===== src/rtl/sao_pkg.sv =====
// ---------------------------------------------------------------------------
// sao_pkg
// Shared types and codes of the sample adaptive offset filter unit.
// ---------------------------------------------------------------------------
package sao_pkg;

	localparam int BAND_BITS   = 5;
	localparam int SMP_W       = 8;
	localparam int OFS_W       = 8;
	localparam int CFG_IDX_W   = 3;
	localparam int CFG_DATA_W  = 8;
	localparam int BSIZE_W     = 7;

	// configuration register indexes
	localparam logic [CFG_IDX_W-1:0] REG_SAO_TYPE      = 3'd0;
	localparam logic [CFG_IDX_W-1:0] REG_EDGE_CLASS    = 3'd1;
	localparam logic [CFG_IDX_W-1:0] REG_BAND_POSITION = 3'd2;
	localparam logic [CFG_IDX_W-1:0] REG_OFFSET_FIRST  = 3'd3;
	localparam logic [CFG_IDX_W-1:0] REG_OFFSET_SECOND = 3'd4;
	localparam logic [CFG_IDX_W-1:0] REG_OFFSET_THIRD  = 3'd5;
	localparam logic [CFG_IDX_W-1:0] REG_OFFSET_FOURTH = 3'd6;
	localparam logic [CFG_IDX_W-1:0] REG_BLOCK_SIZE    = 3'd7;

	typedef enum logic [1:0] {
		SAO_OFF  = 2'd0,
		SAO_BAND = 2'd1,
		SAO_EDGE = 2'd2,
		SAO_RSVD = 2'd3
	} sao_type_t;

	typedef enum logic [1:0] {
		EDGE_HOR = 2'd0,
		EDGE_VER = 2'd1,
		EDGE_DR  = 2'd2,
		EDGE_DL  = 2'd3
	} edge_class_t;

	typedef struct packed {
		logic             keep;
		logic             usable;
		logic [SMP_W-1:0] smp;
	} pix_t;

	// one line store entry: the two rows above the incoming one
	typedef struct packed {
		pix_t top;
		pix_t mid;
	} line_pair_t;

endpackage


===== src/rtl/sao_ram.sv =====
// ---------------------------------------------------------------------------
// sao_ram
// Generic simple dual-port RAM, one write and one registered read port.
// ---------------------------------------------------------------------------
module sao_ram #(
	parameter int WIDTH = 20,
	parameter int DEPTH = 66
) (
	input  logic                     clk,
	input  logic                     we,
	input  logic [$clog2(DEPTH)-1:0] waddr,
	input  logic [WIDTH-1:0]         wdata,
	input  logic                     re,
	input  logic [$clog2(DEPTH)-1:0] raddr,
	output logic [WIDTH-1:0]         rdata
);

	logic [WIDTH-1:0] mem [DEPTH];

	always_ff @(posedge clk) begin
		if (we) begin
			mem[waddr] <= wdata;
		end
		if (re) begin
			rdata <= mem[raddr];
		end
	end

endmodule


===== src/rtl/sample_adaptive_offset_filter_unit.sv =====
// ---------------------------------------------------------------------------
// sample_adaptive_offset_filter_unit
// Streams a bordered block in raster order, keeps two lines in a RAM and a
// 3x3 window in registers, and applies band or edge offset to inner samples.
//
//   channel   signals                                   direction
//   in        in_valid/in_ready: sample, usable,        into block
//             keep_unchanged
//   out       out_valid/out_ready: filtered,            out of block
//             last_of_block
//   config    wr_en, wr_index, wr_data                  into block
//
// One item per cycle sustained while the output is not stalled. The line RAM is read
// when an item is taken, the window is filtered and the RAM written back when
// the item leaves stage 1, and the result sits in the output register.
// Reset clears the configuration and counters; line RAM and window start
// undefined and are filled by the border rows of the first block.
// A stalled output holds the item in the filter stage; input is still taken
// while the output register can drain in the same cycle.
// ---------------------------------------------------------------------------
module sample_adaptive_offset_filter_unit #(
	parameter int MAX_BLOCK = 64,
	parameter int BIT_DEPTH = 8
) (
	input  logic                              clk,
	input  logic                              arst_n,
	input  logic                              wr_en,
	input  logic [sao_pkg::CFG_IDX_W-1:0]     wr_index,
	input  logic [sao_pkg::CFG_DATA_W-1:0]    wr_data,
	input  logic                              in_valid,
	output logic                              in_ready,
	input  logic [sao_pkg::SMP_W-1:0]         sample,
	input  logic                              usable,
	input  logic                              keep_unchanged,
	output logic                              out_valid,
	input  logic                              out_ready,
	output logic [sao_pkg::SMP_W-1:0]         filtered,
	output logic                              last_of_block
);

	localparam int ROW_LEN    = MAX_BLOCK + 2;
	localparam int CW         = $clog2(ROW_LEN);
	localparam int BAND_SHIFT = BIT_DEPTH - sao_pkg::BAND_BITS;
	localparam int SUM_W      = sao_pkg::SMP_W + 2;
	localparam logic [SUM_W-1:0] PIX_MAX = SUM_W'((1 << BIT_DEPTH) - 1);
	localparam logic [sao_pkg::BSIZE_W-1:0] MAX_N = sao_pkg::BSIZE_W'(MAX_BLOCK);

	// configuration
	sao_pkg::sao_type_t          sao_type_q;
	sao_pkg::edge_class_t        edge_class_q;
	logic [sao_pkg::BAND_BITS-1:0] band_position_q;
	logic [sao_pkg::OFS_W-1:0]   offset_q [4];
	logic [sao_pkg::BSIZE_W-1:0] block_size_q;

	always_ff @(posedge clk or negedge arst_n) begin
		if (!arst_n) begin
			sao_type_q      <= sao_pkg::SAO_OFF;
			edge_class_q    <= sao_pkg::EDGE_HOR;
			band_position_q <= '0;
			offset_q        <= '{default: '0};
			block_size_q    <= sao_pkg::BSIZE_W'(64);
		end else if (wr_en) begin
			unique case (wr_index)
				sao_pkg::REG_SAO_TYPE:      sao_type_q <= sao_pkg::sao_type_t'(wr_data[1:0]);
				sao_pkg::REG_EDGE_CLASS:    edge_class_q <= sao_pkg::edge_class_t'(wr_data[1:0]);
				sao_pkg::REG_BAND_POSITION: band_position_q <= wr_data[sao_pkg::BAND_BITS-1:0];
				sao_pkg::REG_OFFSET_FIRST:  offset_q[0] <= wr_data;
				sao_pkg::REG_OFFSET_SECOND: offset_q[1] <= wr_data;
				sao_pkg::REG_OFFSET_THIRD:  offset_q[2] <= wr_data;
				sao_pkg::REG_OFFSET_FOURTH: offset_q[3] <= wr_data;
				sao_pkg::REG_BLOCK_SIZE:    block_size_q <= wr_data[sao_pkg::BSIZE_W-1:0];
				default: ;
			endcase
		end
	end

	// window position counters
	logic [CW-1:0] col_q, row_q, last_pos;
	logic [sao_pkg::BSIZE_W-1:0] n_eff;

	always_comb begin
		priority if (block_size_q == '0) begin
			n_eff = sao_pkg::BSIZE_W'(1);
		end else if (block_size_q > MAX_N) begin
			n_eff = MAX_N;
		end else begin
			n_eff = block_size_q;
		end
		last_pos = CW'(n_eff) + CW'(1);
	end

	logic in_fire, s1_adv;
	logic s1_valid_q;

	assign in_ready = !s1_valid_q || s1_adv;
	assign in_fire  = in_valid && in_ready;

	always_ff @(posedge clk or negedge arst_n) begin
		if (!arst_n) begin
			col_q <= '0;
			row_q <= '0;
		end else if (in_fire) begin
			if (col_q >= last_pos) begin
				col_q <= '0;
				row_q <= (row_q >= last_pos) ? '0 : row_q + CW'(1);
			end else begin
				col_q <= col_q + CW'(1);
			end
		end
	end

	// stage 1: item waits for its line RAM data
	sao_pkg::pix_t cur_s1;
	logic [CW-1:0] col_s1;
	logic          emit_s1, last_s1;

	always_ff @(posedge clk or negedge arst_n) begin
		if (!arst_n) begin
			s1_valid_q <= 1'b0;
		end else if (in_ready) begin
			s1_valid_q <= in_valid;
		end
	end

	always_ff @(posedge clk) begin
		if (in_fire) begin
			cur_s1  <= '{keep: keep_unchanged, usable: usable, smp: sample};
			col_s1  <= col_q;
			emit_s1 <= (row_q >= CW'(2)) && (col_q >= CW'(2));
			last_s1 <= (row_q >= last_pos) && (col_q >= last_pos);
		end
	end

	// line RAM: column address, holds the two rows above
	sao_pkg::line_pair_t rd_pair, wr_pair;

	assign wr_pair = '{top: rd_pair.mid, mid: cur_s1};

	sao_ram #(
		.WIDTH($bits(sao_pkg::line_pair_t)),
		.DEPTH(ROW_LEN)
	) u_line_ram (
		.clk  (clk),
		.we   (s1_adv),
		.waddr(col_s1),
		.wdata(wr_pair),
		.re   (in_fire),
		.raddr(col_q),
		.rdata(rd_pair)
	);

	// window columns left of the RAM column: [row][0 = oldest]
	sao_pkg::pix_t nb_q [3][2];

	always_ff @(posedge clk) begin
		if (s1_adv) begin
			nb_q[0][0] <= nb_q[0][1];
			nb_q[0][1] <= rd_pair.top;
			nb_q[1][0] <= nb_q[1][1];
			nb_q[1][1] <= rd_pair.mid;
			nb_q[2][0] <= nb_q[2][1];
			nb_q[2][1] <= cur_s1;
		end
	end

	// filter
	sao_pkg::pix_t ctr, nbr_a, nbr_b;
	logic [sao_pkg::SMP_W-1:0] s;
	logic [2:0] esum, ecat;
	logic [sao_pkg::BAND_BITS-1:0] band, kband;
	logic [1:0] ofs_idx;
	logic apply;
	logic signed [SUM_W-1:0] sum;
	logic [sao_pkg::SMP_W-1:0] result;

	always_comb begin
		ctr = nb_q[1][1];
		s   = ctr.smp;

		unique case (edge_class_q)
			sao_pkg::EDGE_HOR: begin
				nbr_a = nb_q[1][0];
				nbr_b = rd_pair.mid;
			end
			sao_pkg::EDGE_VER: begin
				nbr_a = nb_q[0][1];
				nbr_b = nb_q[2][1];
			end
			sao_pkg::EDGE_DR: begin
				nbr_a = nb_q[0][0];
				nbr_b = cur_s1;
			end
			default: begin
				nbr_a = rd_pair.top;
				nbr_b = nb_q[2][0];
			end
		endcase

		esum = 3'd2 + 3'(s > nbr_a.smp) + 3'(s > nbr_b.smp)
		       - 3'(s < nbr_a.smp) - 3'(s < nbr_b.smp);
		unique case (esum)
			3'd0:    ecat = 3'd1;
			3'd1:    ecat = 3'd2;
			3'd3:    ecat = 3'd3;
			3'd4:    ecat = 3'd4;
			default: ecat = 3'd0;
		endcase

		band  = sao_pkg::BAND_BITS'(s >> BAND_SHIFT);
		kband = band - band_position_q;

		apply   = 1'b0;
		ofs_idx = '0;
		if (!ctr.keep && ctr.usable) begin
			if (sao_type_q == sao_pkg::SAO_BAND) begin
				apply   = (kband < sao_pkg::BAND_BITS'(4));
				ofs_idx = kband[1:0];
			end else if (sao_type_q == sao_pkg::SAO_EDGE) begin
				apply   = nbr_a.usable && nbr_b.usable && (ecat != 3'd0);
				ofs_idx = 2'(ecat - 3'd1);
			end
		end

		sum = $signed({2'b00, s}) + SUM_W'($signed(offset_q[ofs_idx]));

		priority if (!apply) begin
			result = s;
		end else if (sum < 0) begin
			result = '0;
		end else if (sum > $signed(PIX_MAX)) begin
			result = PIX_MAX[sao_pkg::SMP_W-1:0];
		end else begin
			result = sum[sao_pkg::SMP_W-1:0];
		end
	end

	// output register
	logic out_valid_q;
	logic [sao_pkg::SMP_W-1:0] filtered_q;
	logic last_q;

	assign s1_adv = s1_valid_q && (!out_valid_q || out_ready);

	always_ff @(posedge clk or negedge arst_n) begin
		if (!arst_n) begin
			out_valid_q <= 1'b0;
		end else if (s1_adv && emit_s1) begin
			out_valid_q <= 1'b1;
		end else if (out_ready) begin
			out_valid_q <= 1'b0;
		end
	end

	always_ff @(posedge clk) begin
		if (s1_adv && emit_s1) begin
			filtered_q <= result;
			last_q     <= last_s1;
		end
	end

	assign out_valid     = out_valid_q;
	assign filtered      = filtered_q;
	assign last_of_block = last_q;

endmodule


===== config.mk =====
export PLATFORM = sky130hd
export DESIGN_NAME = sample_adaptive_offset_filter_unit
export DESIGN_NICKNAME = d
export VERILOG_FILES = /design/src/rtl/sao_pkg.sv /design/src/rtl/sao_ram.sv /design/src/rtl/sample_adaptive_offset_filter_unit.sv
export SDC_FILE = /design/constraint.sdc
export NUM_CORES = 1
export LEC_CHECK = 0
export BUFFER_PORTS_ARGS = -buffer_cell sky130_fd_sc_hd__buf_2
export CAP_MARGIN = 20
export CORE_UTILIZATION = 46
export CTS_CLUSTER_SIZE = 20
export DETAILED_ROUTE_END_ITERATION = 10
export PLACE_DENSITY = 0.68
export REMOVE_ABC_BUFFERS = 1
export SETUP_SLACK_MARGIN = 0.5
export SLEW_MARGIN = 25
export SYNTH_ARGS = -nofsm -noshare
export SYNTH_HDL_FRONTEND = slang
export SYNTH_SLANG_ARGS = --single-unit

===== constraint.sdc =====
create_clock -name clk -period 7.13 [get_ports clk]
set_input_delay 0.713 -clock clk [delete_from_list [all_inputs] [get_ports clk]]
set_output_delay 0.713 -clock clk [all_outputs]
set_load 0.03 [all_outputs]

# Word-level counts from Yosys, hierarchy flattened
# Memories as Yosys holds them, arrays and structs flattened. A register that Yosys moved wholly into a read port is not among the register bits.
# Cells that the tools add are included.
# totals
mem_bits_rw	1380
out_inout_bits	11
regBits	92
n_memories	2
# classes
n_eq_ne	14
bitwise	1
n_mux	23
reduce_logical	28
n_addsub	10
magnitude_cmp	13
# memory_table
memory	words	word_bits	read_ports	rd_clocked_by_memory_dff	wr	line_no	rtl
u_line_ram.mem	66	20	1	1	1	sao_ram.sv:18	logic [WIDTH-1:0] mem [DEPTH];
nb_q	3	20	3	0	3	sample_adaptive_offset_filter_unit.sv:153	sao_pkg::pix_t nb_q [3][2];
# op_table
cell	count
$pmux 9 s3	2
$mux 8	5
$mux 7	4
$add 7x1->7 const B	3
$reduce_and 2->1	9
$bmux 8 s2	1
$gt 8x8->1	2
$lt 8x8->1	2
$eq 3x3->1 const B	5
$ge 7x2->1 const B	2
$ge 7x7->1	2
$pmux 3 s4	1
$add 9x8->10	1
$gt 10x9->1 const B	1
$lt 10x1->1 const B	1
$eq 3x2->1 const B	3
$logic_and 1x1->1	8
$gt 7x7->1 const B	1
$logic_not 7->1	1
$mux 1	7
$eq 3x1->1 const B	2
$logic_not 3->1	2
$mux 2	3
$sub 3x1->3	2
14 further kinds	19

# Longest topological paths before layout
# Gate-level depths: netlist of the first run.
# logic_depth
word_depth	22
depth_mapped	33
mapped_depth_nobuf	30

# Modules after synthesis
# A second synthesis of the first run with hierarchy kept.
# unflattened
hier_cells	2821
area_unflattened_um2	58713.8
# modules_own_cells
mod	n_inst	area_each_um2	cells_each	seq_area_each_um2
sao_ram	1	51275.4	2256	40238.6
sample_adaptive_offset_filter_unit	1	7438.4	565	4095.2

# Worst setup path after synthesis of the first run
# OpenSTA, ideal clock, no wires.
# synth_timing
kind	flip-flop to flip-flop
from	register edge_class_q[0]
to	register filtered_q (netlist bit filtered[0]) (data pin)
t_arrival_ps	7112
path_stages_with_launch	32
synth_period_minus_slack_ps	7368
path_buffers	4
setup_ps	256
path_slack_ps	-238
required_time_ps	6874
cell_sequence	dfrtp_1 > buf_1 > clkbuf_1 > mux4_2 > inv_1 > ha_1 > nor2b_1 > o21ai_0 > nand2b_1 > a21oi_1 > nor2_1 > a211oi_1 > fa_1 > inv_1 > ha_1 > ha_1 > and3b_1 > o32ai_1 > and2_1 > clkbuf_1 > clkbuf_1 > o221ai_1 > ha_1 > fa_1 > a21oi_1 > o21ai_0 > a21o_1 > a21oi_1 > o21ai_0 > xor2_1 > nand2b_1 > a22o_1
# synth_via
elab_chain_len	22
# synth_lines
element	line_no	rtl
start, declared	sample_adaptive_offset_filter_unit.sv:50	sao_pkg::edge_class_t edge_class_q;
start signal, assigned	sample_adaptive_offset_filter_unit.sv:58	edge_class_q <= sao_pkg::EDGE_HOR;
start signal, assigned	sample_adaptive_offset_filter_unit.sv:65	sao_pkg::REG_EDGE_CLASS: edge_class_q <= sao_pkg::edge_class_t'(wr_data[1:0]);
$eq 2x2->1, or another cell as far along	sample_adaptive_offset_filter_unit.sv:180	unique case (edge_class_q)
$pmux 9 s3	sample_adaptive_offset_filter_unit.sv:180	
$gt 8x8->1	sample_adaptive_offset_filter_unit.sv:199	esum = 3'd2 + 3'(s > nbr_a.smp) + 3'(s > nbr_b.smp)
$add 2x1->3	sample_adaptive_offset_filter_unit.sv:199	
$add 3x1->3	sample_adaptive_offset_filter_unit.sv:199	
$sub 3x1->3 (2 in a row)	sample_adaptive_offset_filter_unit.sv:200	- 3'(s < nbr_a.smp) - 3'(s < nbr_b.smp);
$eq 3x3->1, or another cell as far along	sample_adaptive_offset_filter_unit.sv:201	unique case (esum)
$pmux 3 s4	sample_adaptive_offset_filter_unit.sv:201	
(+5 left out)	-	
$bmux 8 s2	sample_adaptive_offset_filter_unit.sv:224	sum = $signed({2'b00, s}) + SUM_W'($signed(offset_q[ofs_idx]));
$mux 8 (implied by the code) (2 in a row)	sample_adaptive_offset_filter_unit.sv:224	
$add 9x8->10	sample_adaptive_offset_filter_unit.sv:224	
$gt 10x9->1	sample_adaptive_offset_filter_unit.sv:230	end else if (sum > $signed(PIX_MAX)) begin
$mux 8	sample_adaptive_offset_filter_unit.sv:230	
$mux 8	sample_adaptive_offset_filter_unit.sv:228	end else if (sum < 0) begin
$mux 8 *	sample_adaptive_offset_filter_unit.sv:226	priority if (!apply) begin
via result, one bit	sample_adaptive_offset_filter_unit.sv:174	logic [sao_pkg::SMP_W-1:0] result;
end signal, assigned	sample_adaptive_offset_filter_unit.sv:256	filtered_q <= result;
end, declared	sample_adaptive_offset_filter_unit.sv:239	logic [sao_pkg::SMP_W-1:0] filtered_q;
# The timed path passes the listed nets; every way through them passes the cells marked *. The select of a mux whose other input is x is not followed.
# A chain may end at the register's enable or synchronous reset.

# Final worst setup path of the first run
# layout_timing
from	register edge_class_q[0]
to	register filtered_q (netlist bit filtered[2]) (data pin)
# The elaborated chain is that of the path after synthesis.

==> run summary, run 1 <==
The final layout contains 2,848 nets. Power spread over the standard cell area amounts to 368 nW/um2. The number of hold buffers added after CTS was 0. The total cell area at the placement stage is 58,900 um2. The flip-flop and latch count after synthesis came out at 1,420. The largest net degree at the start of global routing came out at 93. The synthesized area per cell came out at 21.6 um2.

The number of synthesis warnings came out at 0. The number of global-route vias before repair came out at 27,348. The maximum operating frequency is 156 MHz. The area of the die is 124,000 um2. The relative slew slack is 0.308. The global-route usage over all layers came out at 0.210. The critical path is of the reg -> reg type. The first global-routing pass estimated 186 mm of wire. For this block, the initial DRC count from the detailed router was 2,853.

The count of buffers from port buffering is 36. The clock transition at the registers of the reported paths is 0.06 ns. The initial core utilization is 0.466. The area of the placeable core is 120,000 um2. For this run, the register share of the synthesized area comes to 0.753. The type of element capturing the critical path is a flop.

The cell count after placement came out at 4,234. The number of cells traversed by the worst register-to-register path is 26. The number of non-filler instances in the completed layout came out at 4,494. The combined area of all synthesized cells came out at 56,200 um2. After synthesis, the netlist uses 57 different library cells. The largest stage delay on the critical path is 0.53 ns. The post-route cell area is 63,400 um2. The leakage power figure is 0.0201 uW. For the worst-skew pair, the clock arrives at the later sink with an insertion delay of 0.76 ns. The period utilization is 0.898. The maximum count of clock buffers along a single path is 3. The actual slew at the worst max-slew pin is 1.04 ns. The number of flops mapped to enable cells by yosys is 1,356. The most common flop cell mapped by yosys is sky130_fd_sc_hd__edfxtp_1. Along the worst path, the maximum fanout reaches 15. The routed wire length came out at 128 mm. The deepest level of the CTS H-tree is 4.

Setup violations remaining at the end of the flow were counted as 0. The area added between synthesis and finish came out at 12.8%. The max capacitance violation total came out at 0. The max-slew violation count came to 0. Before antenna repair, the detailed router went through 5 iterations. After global routing the overflow that remains totals 0. The final routed wire length divided by cell count came out at 28.4 um.

The number of nets still failing antenna checks after routing came out at 0. The flow ran to the end, and the final reports show no timing, DRC or antenna violations. The number of clock sinks came out at 1,420. The TritonCTS clock tree is done.

Pin placement for this block handled 37 I/O pins. The via-per-instance ratio came out at 6.00. The share of cells above drive strength 1 came out at 0.302. The number of instances in the synthesized netlist is 2,596.

The detailed placement HPWL came out at 71.7 mm. The async set-reset flop share out of synthesis came out at 0.0451. The initial antenna violation count came out at 0. Among the stages of the critical path, the cell type that occurs most often is sky130_fd_sc_hd__ha_1. The critical path startpoint category is a flop. The fill cell total of the finished layout came out at 9,098.

Row generation in the floorplan step produced 127 rows. On the final layout, the worst clock skew is 0.0309 ns. The die is 351 um tall.

Among all stages on the critical path, the largest delay is contributed by sky130_fd_sc_hd__mux4_2. The class of the most critical hold timing path is in -> async. The worst ir drop on vdd is 0.258 mV. The arrival time at the worst endpoint is 6.90 ns.

The final RePlAce weighted congestion came out at 0.840. The final count of hold timing violations is 0. Setup repair after global routing left no endpoint under its margin. The routed via count came out at 26,970. The CTS buffer count is 140. The count of unresolved DRC violations after routing is 0. The cell sitting at the root of the clock tree is a sky130_fd_sc_hd__clkbuf_16. The chip width is 351 um. The clock period minus worst slack came out at 6.40 ns. Data on the critical path is required at its endpoint by 7.62 ns.
-- cells in the mapped netlist, drive strengths merged, types with 7 or more instances --
cell type	instances	area share
inv	36	0.0024
mux4	375	0.15
clkbuf	55	0.0037
buf	65	0.0070
nand2	51	0.0034
a21oi	45	0.0040
mux2i	70	0.012
ha	52	0.012
a22o	7	0.0011
nor2b	18	0.0020
xnor2	10	0.0016
a22oi	10	0.0013
mux2	67	0.013
nand3	16	0.0014
a21o	12	0.0016
nor2	103	0.0069
o21ai	44	0.0039
and2	13	0.0014
a211oi	14	0.0019
edfxtp	1356	0.72
dfrtp	63	0.028
nand2b	19	0.0021
xor2	7	0.0011
-- logic make-up after synthesis --
logic type / synth area share
XOR/XNOR: 0.00265
AO/OA/AOI/OAI: 0.0207
AND/OR/NAND/NOR: 0.0214
flip-flops: 0.753
multiplexers: 0.176
buffers and inverters: 0.0131
adder cells (fa/ha/maj): 0.0126
-- final timing paths --
check                                start      endpoint  slack (ns)
setup / recovery           edge_class_q[0]   filtered[2]        0.73
hold / removal                      arst_n  offset_q[17]        0.14
setup reg to reg           edge_class_q[0]   filtered[2]        0.73
hold reg to reg                 nb_q[1][8]   nb_q[1][18]        0.44
max in group asynchronous           arst_n      col_q[3]        6.36
min in group clk            keep_unchanged     cur_s1[9]        0.15
-- metrics by stage --
step | setup TNS [ns] | util | hold slack [ns] | worst slack [ns] | power, uW
final | 0 | 0.526 | 0.142 | 0.726 | 23300
after detailed placement | 0 | 0.489 | 0.428 | 0.329 | 16300
after global placement | 0 | 0.489 | 0.420 | 0.616 | 16100
after CTS | 0 | 0.525 | 0.121 | 0.542 | 23400
after global routing | 0 | 0.526 | 0.132 | 0.494 | 24200
after floorplan | -262.14 | - | 0.400 | -7.70 | 15300
-- routing by layer --
layer / track usage / part of all wire / vias to the layer above
met2: 0.353 / 0.50 / 1096
li1: - / - / 11202
met4: 0.0609 / 0.024 / 0
met1: 0.283 / 0.40 / 14481
met5: 0 / 0 / -
met3: 0.0358 / 0.070 / 191
-- cells in the final DEF (no fill, tap or decap), types with 6 or more instances in the layout --
master	n
sky130_fd_sc_hd__a211oi_1	11
sky130_fd_sc_hd__a21o_1	12
sky130_fd_sc_hd__a21oi_1	42
sky130_fd_sc_hd__a221oi_1	6
sky130_fd_sc_hd__a22o_1	7
sky130_fd_sc_hd__a22oi_1	10
sky130_fd_sc_hd__and2_1	11
sky130_fd_sc_hd__and3_1	6
sky130_fd_sc_hd__buf_2	36
sky130_fd_sc_hd__buf_4	108
sky130_fd_sc_hd__bufinv_16	9
sky130_fd_sc_hd__clkbuf_1	34
sky130_fd_sc_hd__clkbuf_16	142
sky130_fd_sc_hd__clkinv_1	33
sky130_fd_sc_hd__clkinv_2	20
sky130_fd_sc_hd__clkinv_8	7
sky130_fd_sc_hd__dfrtp_1	57
sky130_fd_sc_hd__edfxtp_1	1356
sky130_fd_sc_hd__ha_1	51
sky130_fd_sc_hd__inv_1	34
sky130_fd_sc_hd__inv_6	7
sky130_fd_sc_hd__mux2_2	66
sky130_fd_sc_hd__mux2i_1	70
sky130_fd_sc_hd__mux4_2	375
sky130_fd_sc_hd__nand2_1	51
sky130_fd_sc_hd__nand2b_1	19
sky130_fd_sc_hd__nand3_1	16
sky130_fd_sc_hd__nand4_1	6
sky130_fd_sc_hd__nor2_1	37
sky130_fd_sc_hd__nor2_2	62
sky130_fd_sc_hd__nor2b_1	18
sky130_fd_sc_hd__o21ai_0	36
sky130_fd_sc_hd__o21ai_1	7
sky130_fd_sc_hd__xnor2_1	10
sky130_fd_sc_hd__xor2_1	7
-- cell type report --
class,count,area [um2],share of cell area
Sequential cell,1420,42300,0.668
Timing Repair Buffer,149,1090,0.0171
Tap cell,1612,2020,0.0318
Clock inverter,79,708,0.0112
Clock buffer,177,3690,0.0583
Multi-Input combinational cell,1020,13400,0.211
Inverter,36,138,0.00217
Antenna cell,1,2.50,0.0000395
-- what timing repair did --
action	CTS	global route
endpoints found under the setup margin	7	8
setup buffers	1	2
resized for setup	5	14
pin swaps	0	3
-- registers in the layout, summed over array words and instances, names as in the netlist, 7 cells and up --
name,flops
u_line_ram.mem,1254
block_size_q,7
offset_q,32
col_s1,7
nb_q,55
row_q,7
filtered,8
col_q,7
u_line_ram.rdata,19
cur_s1,10
-- worst max-delay path: cells and delay by family (launching register included) --
| kind | cells | cell delay (ns) |
|---|---|---|
| compound gates | 9 | 1.90 |
| fa+ha+maj | 5 | 1.42 |
| simple gates | 6 | 1.06 |
| buf+inv | 4 | 0.58 |
| mux | 1 | 0.53 |
| flops | 1 | 0.46 |
| xor+xnor | 1 | 0.19 |
-- report_power, final --
part	switching, uW	leakage, uW	internal [uW]
clock network	3080	0.00214	4020
registers	396	0.0130	9980
logic	3200	0.00490	2600
Power figures use the tool's default switching activity.
==> run 2, diff against run 1 <==
--- a/config.mk
+++ b/config.mk
@@ -7,9 +7,11 @@
 export LEC_CHECK = 0
 export BUFFER_PORTS_ARGS = -buffer_cell sky130_fd_sc_hd__buf_2
 export CAP_MARGIN = 20
+export CORE_ASPECT_RATIO = 0.7
 export CORE_UTILIZATION = 46
 export CTS_CLUSTER_SIZE = 20
 export DETAILED_ROUTE_END_ITERATION = 10
+export MAX_ROUTING_LAYER = met4
 export PLACE_DENSITY = 0.68
 export REMOVE_ABC_BUFFERS = 1
 export SETUP_SLACK_MARGIN = 0.5
==> run summary, run 2 (synthesis results as in run 1) <==
At the pin with the least slew margin, the transition time is 0.991 ns. The final count of hold timing violations came out at 0. The remaining global-route overflow is 0. The detailed placement HPWL came out at 75.6 mm.

The clock period minus worst slack is 6.29 ns. The max-slew violation count is 0. The final routed wire length divided by cell count is 29.7 um. The final-stage net count came out at 2,809. The register with the most flip-flops in the layout has 1,254 of them. The final RePlAce weighted congestion is 0.885. CTS placed an instance of sky130_fd_sc_hd__clkbuf_16 at the clock tree root.

The critical path startpoint category is a flop. In this run the power density over the cells is 367 nW/um2. The worst clock skew came out at 0.0435 ns. The largest registers in the layout are u_line_ram.mem: 1254 flops, nb_q: 55 flops, offset_q: 32 flops. In the final timing run, aggregate negative setup slack is 0 ns. The wire length of the first global-routing pass is 191 mm. The multi-input gate area in the final layout came out at 13,500 um2.

Entering global routing, the biggest net connects 98 pins. The number of global-route vias before repair is 27,412. The floorplan row count is 106. The via-per-instance ratio came out at 6.14. Setup repair after global routing left no endpoint under its margin. The top fanout value on the critical path is 15. The global-route usage over all layers came out at 0.222. Summed over all cells, the static leakage comes to 0.0198 uW. Wires add up to 132 mm.

Including well taps, the total number of placed cells is 4,224. The share of cells above drive strength 1 is 0.299. The highest-delay cell along the critical path is sky130_fd_sc_hd__mux4_2. Derived from the worst setup path, the maximum achievable clock frequency is 159 MHz.

The worst pin sits at a relative slew slack of 0.339. The area growth from synthesis to layout is 12.2%. OpenSTA, run right after detailed placement, puts the worst setup slack at 0.304 ns. The area of the placeable core is 120,000 um2.

The worst setup path is captured at a flop. The number of non-filler instances in the completed layout is 4,451. Dividing the final minimum period by the clock period gives 0.883. The sequential cell area in the final layout came out at 42,300 um2. The routed via count came out at 27,331.

The number of top-level pins came out at 37. For this configuration, the core starts out at a cell density of 0.467. The total of hold buffers inserted after clock tree synthesis is 0.

TritonCTS built the clock tree. The clock transition at the registers of the reported paths is 0.07 ns. Setup violations remaining at the end of the flow were counted as 0.

The deepest level of the CTS H-tree came out at 3. The maximum count of clock buffers along a single path is 3. TritonCTS created 120 clock buffers. The number of clock sinks came out at 1,420.

The count of buffers from port buffering came out at 36. The library cells used most frequently in the layout, excluding fill and tap cells, are sky130_fd_sc_hd__edfxtp_1 (1,356), sky130_fd_sc_hd__mux4_2 (375), sky130_fd_sc_hd__clkbuf_16 (121), sky130_fd_sc_hd__buf_4 (84), sky130_fd_sc_hd__mux2i_1 (70). The worst hold path belongs to the class in -> reg.

In this run the vertical extent of the chip is 294 um. The worst ir drop on vdd came out at 0.260 mV. The fill cell total of the finished layout is 9,138.

The run finished with clean final reports. The max capacitance violation total is 0. The worst endpoint required time is 7.62 ns. The later pin in the worst-skew pair is clocked with a latency of 0.76 ns. The area of the die came out at 124,000 um2.

The arrival time at the worst endpoint came out at 6.79 ns. The largest stage delay on the critical path came out at 0.52 ns. The initial antenna violation count is 3. The DRC violation total after the first TritonRoute iteration came out at 3,606. The setup slack of the critical path after layout came out at 0.836 ns. The library cell used most frequently in the layout, excluding fill and tap cells, is sky130_fd_sc_hd__edfxtp_1.

The critical path in this run is classified as reg -> reg. The number of detailed-route iterations in the first pass came out at 8. The number of nets still failing antenna checks after routing came out at 0. The count of unresolved DRC violations after routing came out at 0. Measured along the x axis, the die boundary spans 420 um.

The largest register by flop count is u_line_ram.mem.
[run 2: worst paths after layout]
kind | from | endpoint | slack, ns | cells after the start
worst max register to register | edge_class_q[0] | filtered[0] | 0.84 | 28
worst min register to register | u_line_ram.rdata[9] | nb_q[1][9] | 0.42 | 0
worst min-delay path | keep_unchanged | cur_s1[9] | 0.14 | 1
min in group asynchronous | arst_n | offset_q[6] | 0.15 | 2
max in group asynchronous | arst_n | col_q[1] | 6.33 | 2
worst max-delay path | edge_class_q[0] | filtered[0] | 0.84 | 28
[run 2: layout make-up]
| cell class | instances | share of cell area |
|---|---|---|
| clock inverter | 83 | 0.0147 |
| inverter | 36 | 0.00214 |
| multi-input combinational | 1020 | 0.214 |
| sequential | 1420 | 0.671 |
| antenna | 1 | 0.0000397 |
| tap | 1620 | 0.0321 |
| clock buffer | 141 | 0.0495 |
| timing repair buffer | 130 | 0.0159 |
[run 2: metal layers]
layer / up-vias / part of all wire / wire [um] / track usage
met4: 0 / 0.019 / 2460 / 0.0489
met5: - / 0 / 0 / -
met1: 14721 / 0.44 / 58200 / 0.335
met2: 1331 / 0.45 / 59300 / 0.316
li1: 11111 / - / - / -
met3: 168 / 0.092 / 12100 / 0.0414
[run 2: power by group]
part	leakage, uW	total [uW]	internal, uW	switching [uW]
Combinational	0.00482	6000	2630	3370
Sequential	0.0130	10400	9980	377
Clock	0.00195	6770	3730	3040
[run 2: worst max-delay path: cells and delay by family, from the launching register on]
family          cells  cell delay (ns)
compound gates     11             2.08
fa+ha+maj           6             1.59
buf+inv             5             0.68
simple gates        4             0.55
mux                 1             0.52
flops               1             0.45
xor+xnor            1             0.16
[run 2: stage by stage]
step	power (uW)	hold slack (ns)	util	area [um2]
final	23100	0.136	0.524	63100
after global routing	23900	0.106	0.524	63100
after CTS	23100	0.0817	0.523	63000
after detailed placement	16400	0.405	0.490	58900
after global placement	16200	0.409	0.490	58900
after floorplan	15300	0.400	-	55600
[run 2: what timing repair did]
item	4_1_cts	5_1_grt
gates resized for setup	7	19
pin swaps	0	3
setup buffers	1	1
endpoints found under the setup margin	7	8
